<file path="src/rtl/thc_pkg.sv">
// shared types, constants and helpers for the texture handle cache
package thc_pkg;

	localparam int ENTRIES = 256;
	localparam int IDX_W = $clog2(ENTRIES);
	localparam int KEY_W = 58;
	localparam int HANDLE_W = 16;
	localparam int ENTRY_W = KEY_W + HANDLE_W;
	localparam logic [IDX_W-1:0] LAST_IDX = IDX_W'(ENTRIES - 1);
	localparam logic [HANDLE_W-1:0] NO_HANDLE = '1;

	localparam logic KIND_LOOKUP = 1'b0;
	localparam logic KIND_INSERT = 1'b1;

	typedef struct packed {
		logic        kind;
		logic [31:0] src_address;
		logic [10:0] tex_width;
		logic [10:0] tex_height;
		logic [3:0]  tex_format;
		logic [15:0] new_handle;
	} in_word_t;

	typedef struct packed {
		logic        hit;
		logic [15:0] found_handle;
		logic        evicted;
		logic [15:0] evicted_handle;
	} out_word_t;

	typedef struct packed {
		logic                rd_en;
		logic [IDX_W-1:0]    rd_addr;
		logic                wr_en;
		logic [IDX_W-1:0]    wr_addr;
		logic [KEY_W-1:0]    wr_key;
		logic [HANDLE_W-1:0] wr_handle;
	} mem_req_t;

	typedef enum logic [1:0] {
		ST_IDLE,
		ST_SCAN,
		ST_INS_RD,
		ST_INS_WR
	} state_t;

	function automatic logic [KEY_W-1:0] make_key(input in_word_t w);
		make_key = {w.src_address, w.tex_width, w.tex_height, w.tex_format};
	endfunction

endpackage

</file>
<file path="src/rtl/thc_seq.sv">
// sequencer with the shared key comparator, valid bits and insert pointer
module thc_seq (
	input  logic                          clk,
	input  logic                          arst_n,
	input  logic                          start,
	input  thc_pkg::in_word_t             cmd,
	output logic                          busy,
	output logic                          done,
	output thc_pkg::out_word_t            rsp,
	output thc_pkg::mem_req_t             mem_req,
	input  logic [thc_pkg::KEY_W-1:0]     rd_key,
	input  logic [thc_pkg::HANDLE_W-1:0]  rd_handle
);

	thc_pkg::state_t state_q, state_d;

	logic [thc_pkg::KEY_W-1:0]    key_q;
	logic [thc_pkg::HANDLE_W-1:0] handle_q;
	logic [thc_pkg::IDX_W-1:0]    ptr_q;
	logic [thc_pkg::IDX_W-1:0]    scan_q;
	logic [thc_pkg::IDX_W-1:0]    cmp_idx_q;
	logic                         cmp_pend_q;
	logic [thc_pkg::ENTRIES-1:0]  valid_q;
	logic                         done_q;
	thc_pkg::out_word_t           rsp_q;

	logic               accept;
	logic               match;
	logic               res_en;
	thc_pkg::out_word_t res_d;

	assign accept = start && (state_q == thc_pkg::ST_IDLE);
	assign match  = cmp_pend_q && valid_q[cmp_idx_q] && (rd_key == key_q);

	// next state
	always_comb begin
		state_d = state_q;
		unique case (state_q)
			thc_pkg::ST_IDLE: begin
				if (start) begin
					state_d = (cmd.kind == thc_pkg::KIND_INSERT) ? thc_pkg::ST_INS_RD
						: thc_pkg::ST_SCAN;
				end
			end
			thc_pkg::ST_SCAN: begin
				if (match || (cmp_pend_q && cmp_idx_q == thc_pkg::LAST_IDX)) begin
					state_d = thc_pkg::ST_IDLE;
				end
			end
			thc_pkg::ST_INS_RD: state_d = thc_pkg::ST_INS_WR;
			thc_pkg::ST_INS_WR: state_d = thc_pkg::ST_IDLE;
			default:            state_d = thc_pkg::ST_IDLE;
		endcase
	end

	// outputs
	always_comb begin
		mem_req           = '0;
		mem_req.wr_addr   = ptr_q;
		mem_req.wr_key    = key_q;
		mem_req.wr_handle = handle_q;
		res_en            = 1'b0;
		res_d.hit            = 1'b0;
		res_d.found_handle   = thc_pkg::NO_HANDLE;
		res_d.evicted        = 1'b0;
		res_d.evicted_handle = thc_pkg::NO_HANDLE;
		unique case (state_q)
			thc_pkg::ST_IDLE: begin
			end
			thc_pkg::ST_SCAN: begin
				mem_req.rd_en   = 1'b1;
				mem_req.rd_addr = scan_q;
				if (match) begin
					res_en             = 1'b1;
					res_d.hit          = 1'b1;
					res_d.found_handle = rd_handle;
				end else if (cmp_pend_q && cmp_idx_q == thc_pkg::LAST_IDX) begin
					res_en = 1'b1;
				end
			end
			thc_pkg::ST_INS_RD: begin
				mem_req.rd_en   = 1'b1;
				mem_req.rd_addr = ptr_q;
			end
			thc_pkg::ST_INS_WR: begin
				mem_req.wr_en = 1'b1;
				res_en        = 1'b1;
				if (valid_q[ptr_q]) begin
					res_d.evicted        = 1'b1;
					res_d.evicted_handle = rd_handle;
				end
			end
			default: begin
			end
		endcase
	end

	always_ff @(posedge clk or negedge arst_n) begin
		if (!arst_n) begin
			state_q    <= thc_pkg::ST_IDLE;
			ptr_q      <= '0;
			scan_q     <= '0;
			cmp_idx_q  <= '0;
			cmp_pend_q <= 1'b0;
			valid_q    <= '0;
			done_q     <= 1'b0;
		end else begin
			state_q <= state_d;
			done_q  <= res_en;
			if (accept) begin
				scan_q     <= '0;
				cmp_pend_q <= 1'b0;
			end else if (state_q == thc_pkg::ST_SCAN) begin
				cmp_pend_q <= 1'b1;
				cmp_idx_q  <= scan_q;
				if (scan_q != thc_pkg::LAST_IDX) begin
					scan_q <= scan_q + 1'b1;
				end
			end
			if (state_q == thc_pkg::ST_INS_WR) begin
				valid_q[ptr_q] <= 1'b1;
				ptr_q <= (ptr_q == thc_pkg::LAST_IDX) ? '0 : ptr_q + 1'b1;
			end
		end
	end

	always_ff @(posedge clk) begin
		if (accept) begin
			key_q    <= thc_pkg::make_key(cmd);
			handle_q <= cmd.new_handle;
		end
		if (res_en) begin
			rsp_q <= res_d;
		end
	end

	assign busy = (state_q != thc_pkg::ST_IDLE);
	assign done = done_q;
	assign rsp  = rsp_q;

endmodule

</file>
<file path="config.mk">
export PLATFORM = sky130hd
export DESIGN_NAME = thc_seq
export DESIGN_NICKNAME = d
export VERILOG_FILES = /design/src/rtl/thc_pkg.sv /design/src/rtl/thc_seq.sv
export SDC_FILE = /design/constraint.sdc
export NUM_CORES = 1
export LEC_CHECK = 0
export ABC_AREA = 1
export BUFFER_PORTS_ARGS = -buffer_cell sky130_fd_sc_hd__clkbuf_2
export CAP_MARGIN = 40
export CORE_ASPECT_RATIO = 0.8
export CORE_MARGIN = 2
export CORE_UTILIZATION = 40
export CTS_CLUSTER_DIAMETER = 150
export CTS_CLUSTER_SIZE = 16
export DETAILED_ROUTE_END_ITERATION = 8
export HOLD_SLACK_MARGIN = 0.05
export PLACE_DENSITY = 0.62
export SETUP_SLACK_MARGIN = 0.15
export SLEW_MARGIN = 30
export SYNTH_ARGS = -nofsm -noshare
export SYNTH_HDL_FRONTEND = slang
export SYNTH_SLANG_ARGS = --single-unit
</file>
<file path="constraint.sdc">
create_clock -name clk -period 3.86 [get_ports clk]
set_clock_uncertainty 0.05 [all_clocks]
set_input_delay 0.386 -clock clk [delete_from_list [all_inputs] [get_ports clk]]
set_output_delay 0.386 -clock clk [all_outputs]
set_load 0.005 [all_outputs]
</file>
After elaboration in Yosys (flattened, before gate mapping):

Cells that the tools add are included.
W data, S select, Z words.

* register bits after elaboration: 392
* logic and storage cells: 67

* bitwise gates (word level): 2
* reductions and logical operators: 15
* muxes and demuxes: 23
* add/subtract/negate cells: 2
* equal/unequal tests: 9
* magnitude comparators: 3

Operators with widths (count)
* $or A256 B256 Y256: 1
* $eq A58 B58 Y1: 1
* $mux W17: 2
* $mux W8: 4
* $lt A8 B9 Y1 const B: 2
* $pmux W9 S2: 1
* $add A8 B1 Y8 const B: 2
* $bmux W1 S8: 2
* $eq A8 B8 Y1 const B: 2
* $reduce_and A2 Y1: 5
* $demux W1 S8: 1
* $ge A8 B1 Y1 const B: 1
* $mux W1: 8
* $ne A8 B8 Y1 const B: 1
* $pmux W2 S4: 1
* $mux W2: 3
* $reduce_bool A2 Y1: 3
* $logic_and A1 B1 Y1: 5
* $eq A2 B2 Y1 const B: 2
* $ne A2 B2 Y1 const B: 2
* $eq A2 B1 Y1 const B: 1
* $logic_not A2 Y1: 1
* $pmux W1 S2: 1
* $logic_or A1 B1 Y1: 1
* $not A1 Y1: 1

Logic depth before layout (Yosys ltp):

Gate-level depths: netlist of the first run.

* depth in word-level cells: 7
* depth in mapped cells: 21
* depth with buffers taken out: 19

Worst setup path after synthesis of the first run:

No wires, ideal clock.

* path kind: reg-to-reg
* start: register state_q[0]
* end: register scan_q[7] (netlist bit)
* library setup time: 0.219 ns
* path slack: 0.558 ns
* period minus slack after synthesis: 3.302 ns
* arrival: 3.033 ns
* cell stages (with the launch flop): 11
* cell sequence: dfrtp_1 -> inv_1 -> ha_1 -> nand2_1 -> inv_1 -> nor2_1 -> inv_1 -> nand2_1 -> nor2_1 -> and3_1 -> nor3_1

* longest elaborated chain between the ends: 4
* elaborated cells between the ends (all ways): 7

Ends and longest elaborated chain
* from (decl): RTL line thc_seq.sv:15 `thc_pkg::state_t state_q, state_d;`
* from (signal assigned): RTL line thc_seq.sv:100 `state_q <= thc_pkg::ST_IDLE;`
* from (signal assigned): RTL line thc_seq.sv:108 `state_q <= state_d;`
* $logic_not A2 Y1 *: RTL line thc_seq.sv:32 `assign accept = start && (state_q == thc_pkg::ST_IDLE);`
* $logic_and A1 B1 Y1 *: RTL line thc_seq.sv:32
* net accept: RTL line thc_seq.sv:27 `logic accept;`
* $reduce_bool A2 Y1 (no source line)
* $reduce_and A2 Y1 (no source line)
* to (signal assigned): RTL line thc_seq.sv:117 `scan_q <= scan_q + 1'b1;`
* to (decl): RTL line thc_seq.sv:20 `logic [thc_pkg::IDX_W-1:0] scan_q;`

The timed path passes the listed nets; every way through them passes the cells marked *.
A chain may end at the register's enable or synchronous reset.

Worst setup path after layout of the first run:

* start: register cmp_idx_q[0] (netlist bit)
* end: register rsp_q, in the netlist rsp[10], enable pin

* longest elaborated chain between the ends: 6
* elaborated cells between the ends (all ways): 9

Ends and longest elaborated chain
* from (decl): RTL line thc_seq.sv:21 `logic [thc_pkg::IDX_W-1:0] cmp_idx_q;`
* from (signal assigned): RTL line thc_seq.sv:115 `cmp_idx_q <= scan_q;`
* $bmux W1 S8: RTL line thc_seq.sv:33 `assign match = cmp_pend_q && valid_q[cmp_idx_q] && (rd_key == key_q);`
* $mux W1 (implied by the code): RTL line thc_seq.sv:33
* $logic_and A1 B1 Y1 (2 in series): RTL line thc_seq.sv:33
* $mux W1 *: RTL line thc_seq.sv:73 `if (match) begin`
* $pmux W1 S2 *: RTL line thc_seq.sv:67 `unique case (state_q)`
* net res_en: RTL line thc_seq.sv:29 `logic res_en;`
* to (signal assigned): RTL line thc_seq.sv:133 `rsp_q <= res_d;`
* to (decl): RTL line thc_seq.sv:25 `thc_pkg::out_word_t rsp_q;`

The timed path passes the listed nets; every way through them passes the cells marked *. The select of a mux whose other input is x is not followed.

==> results of run 1 <==
## registers in the layout, indices dropped and copies added, names as in the netlist
register / flops
rsp: 34
key_q: 58
valid_q: 256
state_q: 2
ptr_q: 8
cmp_pend_q: 1
cmp_idx_q: 8
scan_q: 8
handle_q: 16
done: 1
## cells in the mapped netlist (all sizes together), types with 2 or more instances
library cell,number,area (µm²)
o21ai,407,2040
a22o,5,43.8
nor2,87,350
ha,10,125
or2,6,37.5
nor4,5,31.3
xor2,8,70.1
inv,307,1150
o31ai,9,67.6
edfxtp,108,3240
a211oi,4,30.0
o21bai,76,571
buf,80,467
clkbuf,57,215
nor3,7,40.0
o22ai,13,81.3
a31oi,2,12.5
a21oi,187,936
dfrtp,284,7110
nand2,416,1590
nand3,147,753
xnor2,8,70.1
o211ai,34,255
nand4,12,81.3
a221oi,8,70.1
## worst max-delay path, cell delays in order, from the launching register on
cell     delay, ns
dfrtp_4       0.66
inv_2         0.42
buf_12        0.28
nand2_1       0.07
nand3_1       0.07
nand2_1       0.07
nand2_1       0.06
nand2_1       0.05
inv_1         0.04
nand2_1       0.10
nand2_1       0.08
nand2_1       0.05
nor2_1        0.18
nand2_1       0.07
nand2_1       0.07
nand2_2       0.06
nand3_4       0.13
nand2_1       0.06
nand2_1       0.07
nand2_1       0.09
buf_12        0.19
## power by group
| part | internal [mW] | switching [mW] |
|---|---|---|
| clock | 1.37 | 1.51 |
| sequential | 4.62 | 0.384 |
| combinational | 1.72 | 3.65 |
| total | 7.71 | 5.54 |
## path summary, 6_finish.rpt
path	depth (start not counted)	slack [ns]	endpoint
max reg2reg	20	0.61	rsp[10]
max in group asynchronous	4	2.36	valid_q[211]
max	20	0.61	rsp[10]
min reg2reg	2	0.43	valid_q[105]
min in group asynchronous	2	0.27	valid_q[173]
min	4	0.1	state_q[0]
## through the flow
step,setup slack (ns),hold WS (ns),cell area [µm²]
2_1_floorplan,0.558,0.0404,19500
3_3_place_gp,0.702,0.398,21500
3_5_place_dp,0.716,0.407,21600
4_1_cts,0.690,0.0677,23300
5_1_grt,0.453,0.147,23300
6_report,0.615,0.0975,23300
## repair_timing
action / in CTS / in global routing
gates resized for setup: 0 / 0
hold buffers: 91 / 0
hold endpoints to repair: 216 / 0
## cell type report
cell class | count | area [µm²]
Sequential cell | 392 | 10400
Clock inverter | 1 | 8.76
Inverter | 308 | 1160
Fill cell | 4566 | 24900
Multi-Input combinational cell | 1459 | 7320
Timing Repair Buffer | 426 | 2930
Clock buffer | 40 | 767
Tap cell | 629 | 787
Antenna cell | 1 | 2.50
## metal layers
layer,up-vias,share of wire [%],GRT usage [%]
met5,-,0,0
met4,0,3.0,7.82
met3,168,10,6.52
met2,1030,42,41.2
met1,8838,45,43.4
li1,8281,-,-
## kinds of logic (layout without fill, tap and decap cells)
| family | after synthesis | count (layout) | share of synthesized area (%) |
|---|---|---|---|
| AOI/OAI and AO/OA | 750 | 750 | 21.3 |
| and+or+nand+nor | 683 | 683 | 14.9 |
| buffers and inverters | 445 | 775 | 9.43 |
| DFF | 392 | 392 | 53.1 |
| xor gates and xnor gates | 16 | 16 | 0.719 |
| adders and majority gates | 10 | 10 | 0.642 |
| other | 0 | 1 | 0 |
==> results_dict.tcl, run 1 <==
set metrics [dict create \
    outcome "completed" \
    drt_iter0_markers 2524 \
    slew_headroom_pct 46.4 \
    dp_hpwl_um 49400 \
    die_h_um 201 \
    grt_max_degree 159 \
    clockBufferDepth 3 \
    ios 280 \
    fin_crit_sh_pct 84.1 \
    max-vdd-ir-drop_uv 456 \
    coreArea_um2 48200 \
    p_leak_nw 10.5 \
    place_inst 3121 \
    arrival_ns 3.53 \
    rsz0062_at_grt "no" \
    start_util_pct 40.5 \
    period_minus_slack_ns 3.25 \
    layout_commonest_cell "nand2_1" \
    drtAntennaViolNets 0 \
    antenna_found_initial 2 \
    crit_path_start_kind "register" \
    clk_latency_ns 0.59 \
    final_cell_mix "402 x nand2_1, 379 x o21ai_0, 302 x inv_1, 280 x dfrtp_1, 278 x clkbuf_2" \
    grt_overflow 0 \
    hold_path_class "in -> reg" \
    synth_seq_cells 392 \
    cap_violations 0 \
    critical_path_required_ns 4.15 \
    root_buffer "clkbuf_16" \
    ys.flop_type "dfrtp_1" \
    total_power_mw 13.2 \
    syn2layout_area_growth_pct 19.7 \
    path_class "reg -> reg" \
    drive_above_1_share_pct 15.2 \
    die_w_um 251 \
    nets 2777 \
    pwr_density_cell_nw_per_um2 568 \
    routabilityCongestion 1.01 \
    cts_sinks 392 \
    ys_seq_area_share_pct 53.1 \
    cts_buffers 28 \
    num_rows 72 \
    yosysWarnings 0 \
    synthesis.nets 2458 \
    cts_tree "built" \
    r2r-start "cmp_idx_q[0]" \
    dr.pass1.iters 6 \
    startpoint "cmp_idx_q[0]" \
    io_buffers 279 \
    cp_max_fo 37 \
    via_count 18300 \
    async_flop_share_pct 72.4 \
    routed_wl_um 74200 \
    htree_num_levels 1 \
    path_clk_slew_ns 0.08 \
    maxSlewViolCount 0 \
    grt_pass1_wl_um 110000 \
    instances_no_fill 3256 \
    routedWlPerCell_um 22.8 \
    grt_usage_pct 28.7 \
    fin_util_pct 48.4 \
    netlist_instances 2296 \
    grt_pass1_vias 17300 \
    hold_violations 0 \
    synth_cell_types 49 \
    drc_errors 0 \
    fin_setup_tns_ns 0 \
    avgSynthCellArea_um2 8.49 \
    dieArea_um2 50500 \
    post_cts.repair.setup_buffers 0 \
    setup_viol 0 \
    netlist_area_um2 19500 \
    viasPerCell 5.63 \
    fmax_ghz 0.308 \
    worstMarginPinSlew_ns 0.804 \
    hp-start "cmd[74]" \
    synth_edf_count 108 \
    worst_setup_path_end_kind "register" \
]
Power figures use the tool's default switching activity.
==> inputs of run 2 (changes only) <==
==> constraint.sdc (replaced) <==
create_clock -name clk -period 3.3 [get_ports clk]
set_clock_uncertainty 0.05 [all_clocks]
set_input_delay 0.33 -clock clk [delete_from_list [all_inputs] [get_ports clk]]
set_output_delay 0.33 -clock clk [all_outputs]
set_load 0.005 [all_outputs]
==> results_dict.tcl, run 2 (synthesized netlist as in run 1, its figures left out) <==
set metrics [dict create \
    grt_max_degree 81 \
    max_stage_delay_ns 0.56 \
    hold_path_class "in -> async" \
    num_rows 72 \
    clockBufferDepth 3 \
    cp_top_family "simple AND/OR/NAND/NOR gates" \
    crit_slowest_cell "dfrtp_4" \
    nFillCells 4616 \
    critical_path_required_ns 3.52 \
    top_register "valid_q" \
    dp_hpwl_um 49900 \
    p_seq_share_pct 36.8 \
    final_cell_mix "405 x nand2_1, 379 x o21ai_0, 302 x inv_1, 280 x dfrtp_1, 278 x clkbuf_2" \
    path_class "reg -> reg" \
    routed_wl_um 74300 \
    htree_num_levels 1 \
    clk_latency_ns 0.62 \
    max-vdd-ir-drop_uv 452 \
    hold_violations 0 \
    fin_util_pct 48.8 \
    syn2layout_area_growth_pct 20.6 \
    p_leak_nw 10.6 \
    pwr_density_cell_nw_per_um2 668 \
    maxSlewViolCount 0 \
    p_int_mw 9.12 \
    cpMostUsedCell "nand2_1" \
    dieArea_um2 50500 \
    period_minus_slack_ns 3.01 \
    routedWlPerCell_um 22.7 \
    drc_errors 0 \
    cts_tree "built" \
    setup_viol 0 \
    fin_crit_sh_pct 91.2 \
    placed_cell_area_um2 21800 \
    cap_violations 0 \
    dr.pass1.iters 7 \
    drtAntennaViolNets 0 \
    nets 2797 \
    pwr-share-comb_pct 41.8 \
    arrival_ns 3.23 \
    fmax_ghz 0.332 \
    grt_pass1_vias 17600 \
    path_clk_slew_ns 0.08 \
    cts_resized 0 \
    cp_max_fo 75 \
    grt_usage_pct 28.9 \
    crit_path_cell_trace "buf_12, nand2_1, nand3_1, nand2_1, nand2_1, nand2_1, inv_1, a21oi_1, nor2_1, nand2_1, nand2_1, nand2_2, nand3_4, nand2_1, nand2_1, nand2_1, buf_12" \
    die_w_um 251 \
    fin_setup_tns_ns 0 \
    crit_path_start_kind "register" \
    cts_sinks 392 \
    cts_buffers 28 \
    worst_setup_path_end_kind "register" \
    drt_iter0_markers 2433 \
    rsz0062_at_grt "no" \
    largest_reg_flops 256 \
    start_util_pct 40.5 \
    routabilityCongestion 0.957 \
    total_power_mw 15.7 \
    power_switching_mw 6.59 \
    grt_overflow 0 \
    root_buffer "clkbuf_16" \
    ios 280 \
    io_buffers 279 \
    finalInstanceArea_um2 23500 \
    outcome "completed" \
    via_count 18400 \
    viasPerCell 5.61 \
    layout_commonest_cell "nand2_1" \
    coreArea_um2 48200 \
    slew_headroom_pct 47.5 \
    die_h_um 201 \
    p_clk_share_pct 21.5 \
    drive_above_1_share_pct 15.6 \
    grt_pass1_wl_um 111000 \
    antenna_cells 0 \
    worstMarginPinSlew_ns 0.786 \
    antenna_found_initial 2 \
    swShare_pct 41.9 \
    cp.buffers_inverters 3 \
]
run 2: final cells by class:
class | instances | area, µm² | share of cell area, %
sequential | 392 | 10400 | 44.1
multi-input combinational | 1459 | 7310 | 31.1
clock buffer | 40 | 746 | 3.17
inverter | 308 | 1160 | 4.94
tap | 629 | 787 | 3.35
timing repair buffer | 446 | 3120 | 13.3
clock inverter | 2 | 25.0 | 0.106
run 2: per-layer routing:
metal  wire (µm)  vias to the layer above  global-route usage (%)
li1            -                     8344                       -
met1       32400                     8864                    43.0
met2       31800                     1016                    42.5
met3        7940                      157                    6.39
met4        2170                        0                    7.29
met5           0                        -                       0
run 2: worst paths after layout:
path                                   start           end  slack, ns  depth (start not counted)
worst min register to register  valid_q[193]  valid_q[193]       0.42                          2
worst max register to register  cmp_idx_q[0]       rsp[14]       0.29                         17
worst min-delay path                  arst_n  valid_q[161]       0.28                          2
worst max-delay path            cmp_idx_q[0]       rsp[14]       0.29                         17
min in group clk                     cmd[55]     key_q[39]       0.38                          2
max in group asynchronous             arst_n   valid_q[90]       1.87                          3
run 2: stage by stage:
step                hold WS (ns)  cells  setup WS [ns]
floorplan                -0.0156   2296          0.427
CTS                        0.298   3276          0.368
finish                     0.282   3276          0.289
global placement           0.323   3141          0.446
detailed placement         0.329   3141          0.419
global route               0.351   3276          0.157
run 2: timing repair:
item | in CTS | in global routing
endpoints found under the hold margin | 183 | 0
setup buffers | 0 | 0
hold buffers | 93 | 0
run 2: power groups by stage:
stage | logic [mW] | registers (mW) | clock network [mW]
4_1_cts | 6.41 | 5.75 | 3.40
6_report | 6.56 | 5.77 | 3.37
3_5_place_dp | 6.29 | 5.84 | 0
3_3_place_gp | 6.25 | 5.84 | 0
2_1_floorplan | 4.03 | 5.68 | 0
5_1_grt | 7.13 | 5.81 | 3.59
run 2: worst reg2reg max path, cell delays in order (launching register included):
cell and delay [ns]:
dfrtp_4 0.56, buf_12 0.24, nand2_1 0.18, nand3_1 0.07, nand2_1 0.09, nand2_1 0.05, nand2_1 0.06, inv_1 0.04
a21oi_1 0.34, nor2_1 0.10, nand2_1 0.07, nand2_1 0.12, nand2_2 0.11, nand3_4 0.10, nand2_1 0.08, nand2_1 0.06
nand2_1 0.11, buf_12 0.23
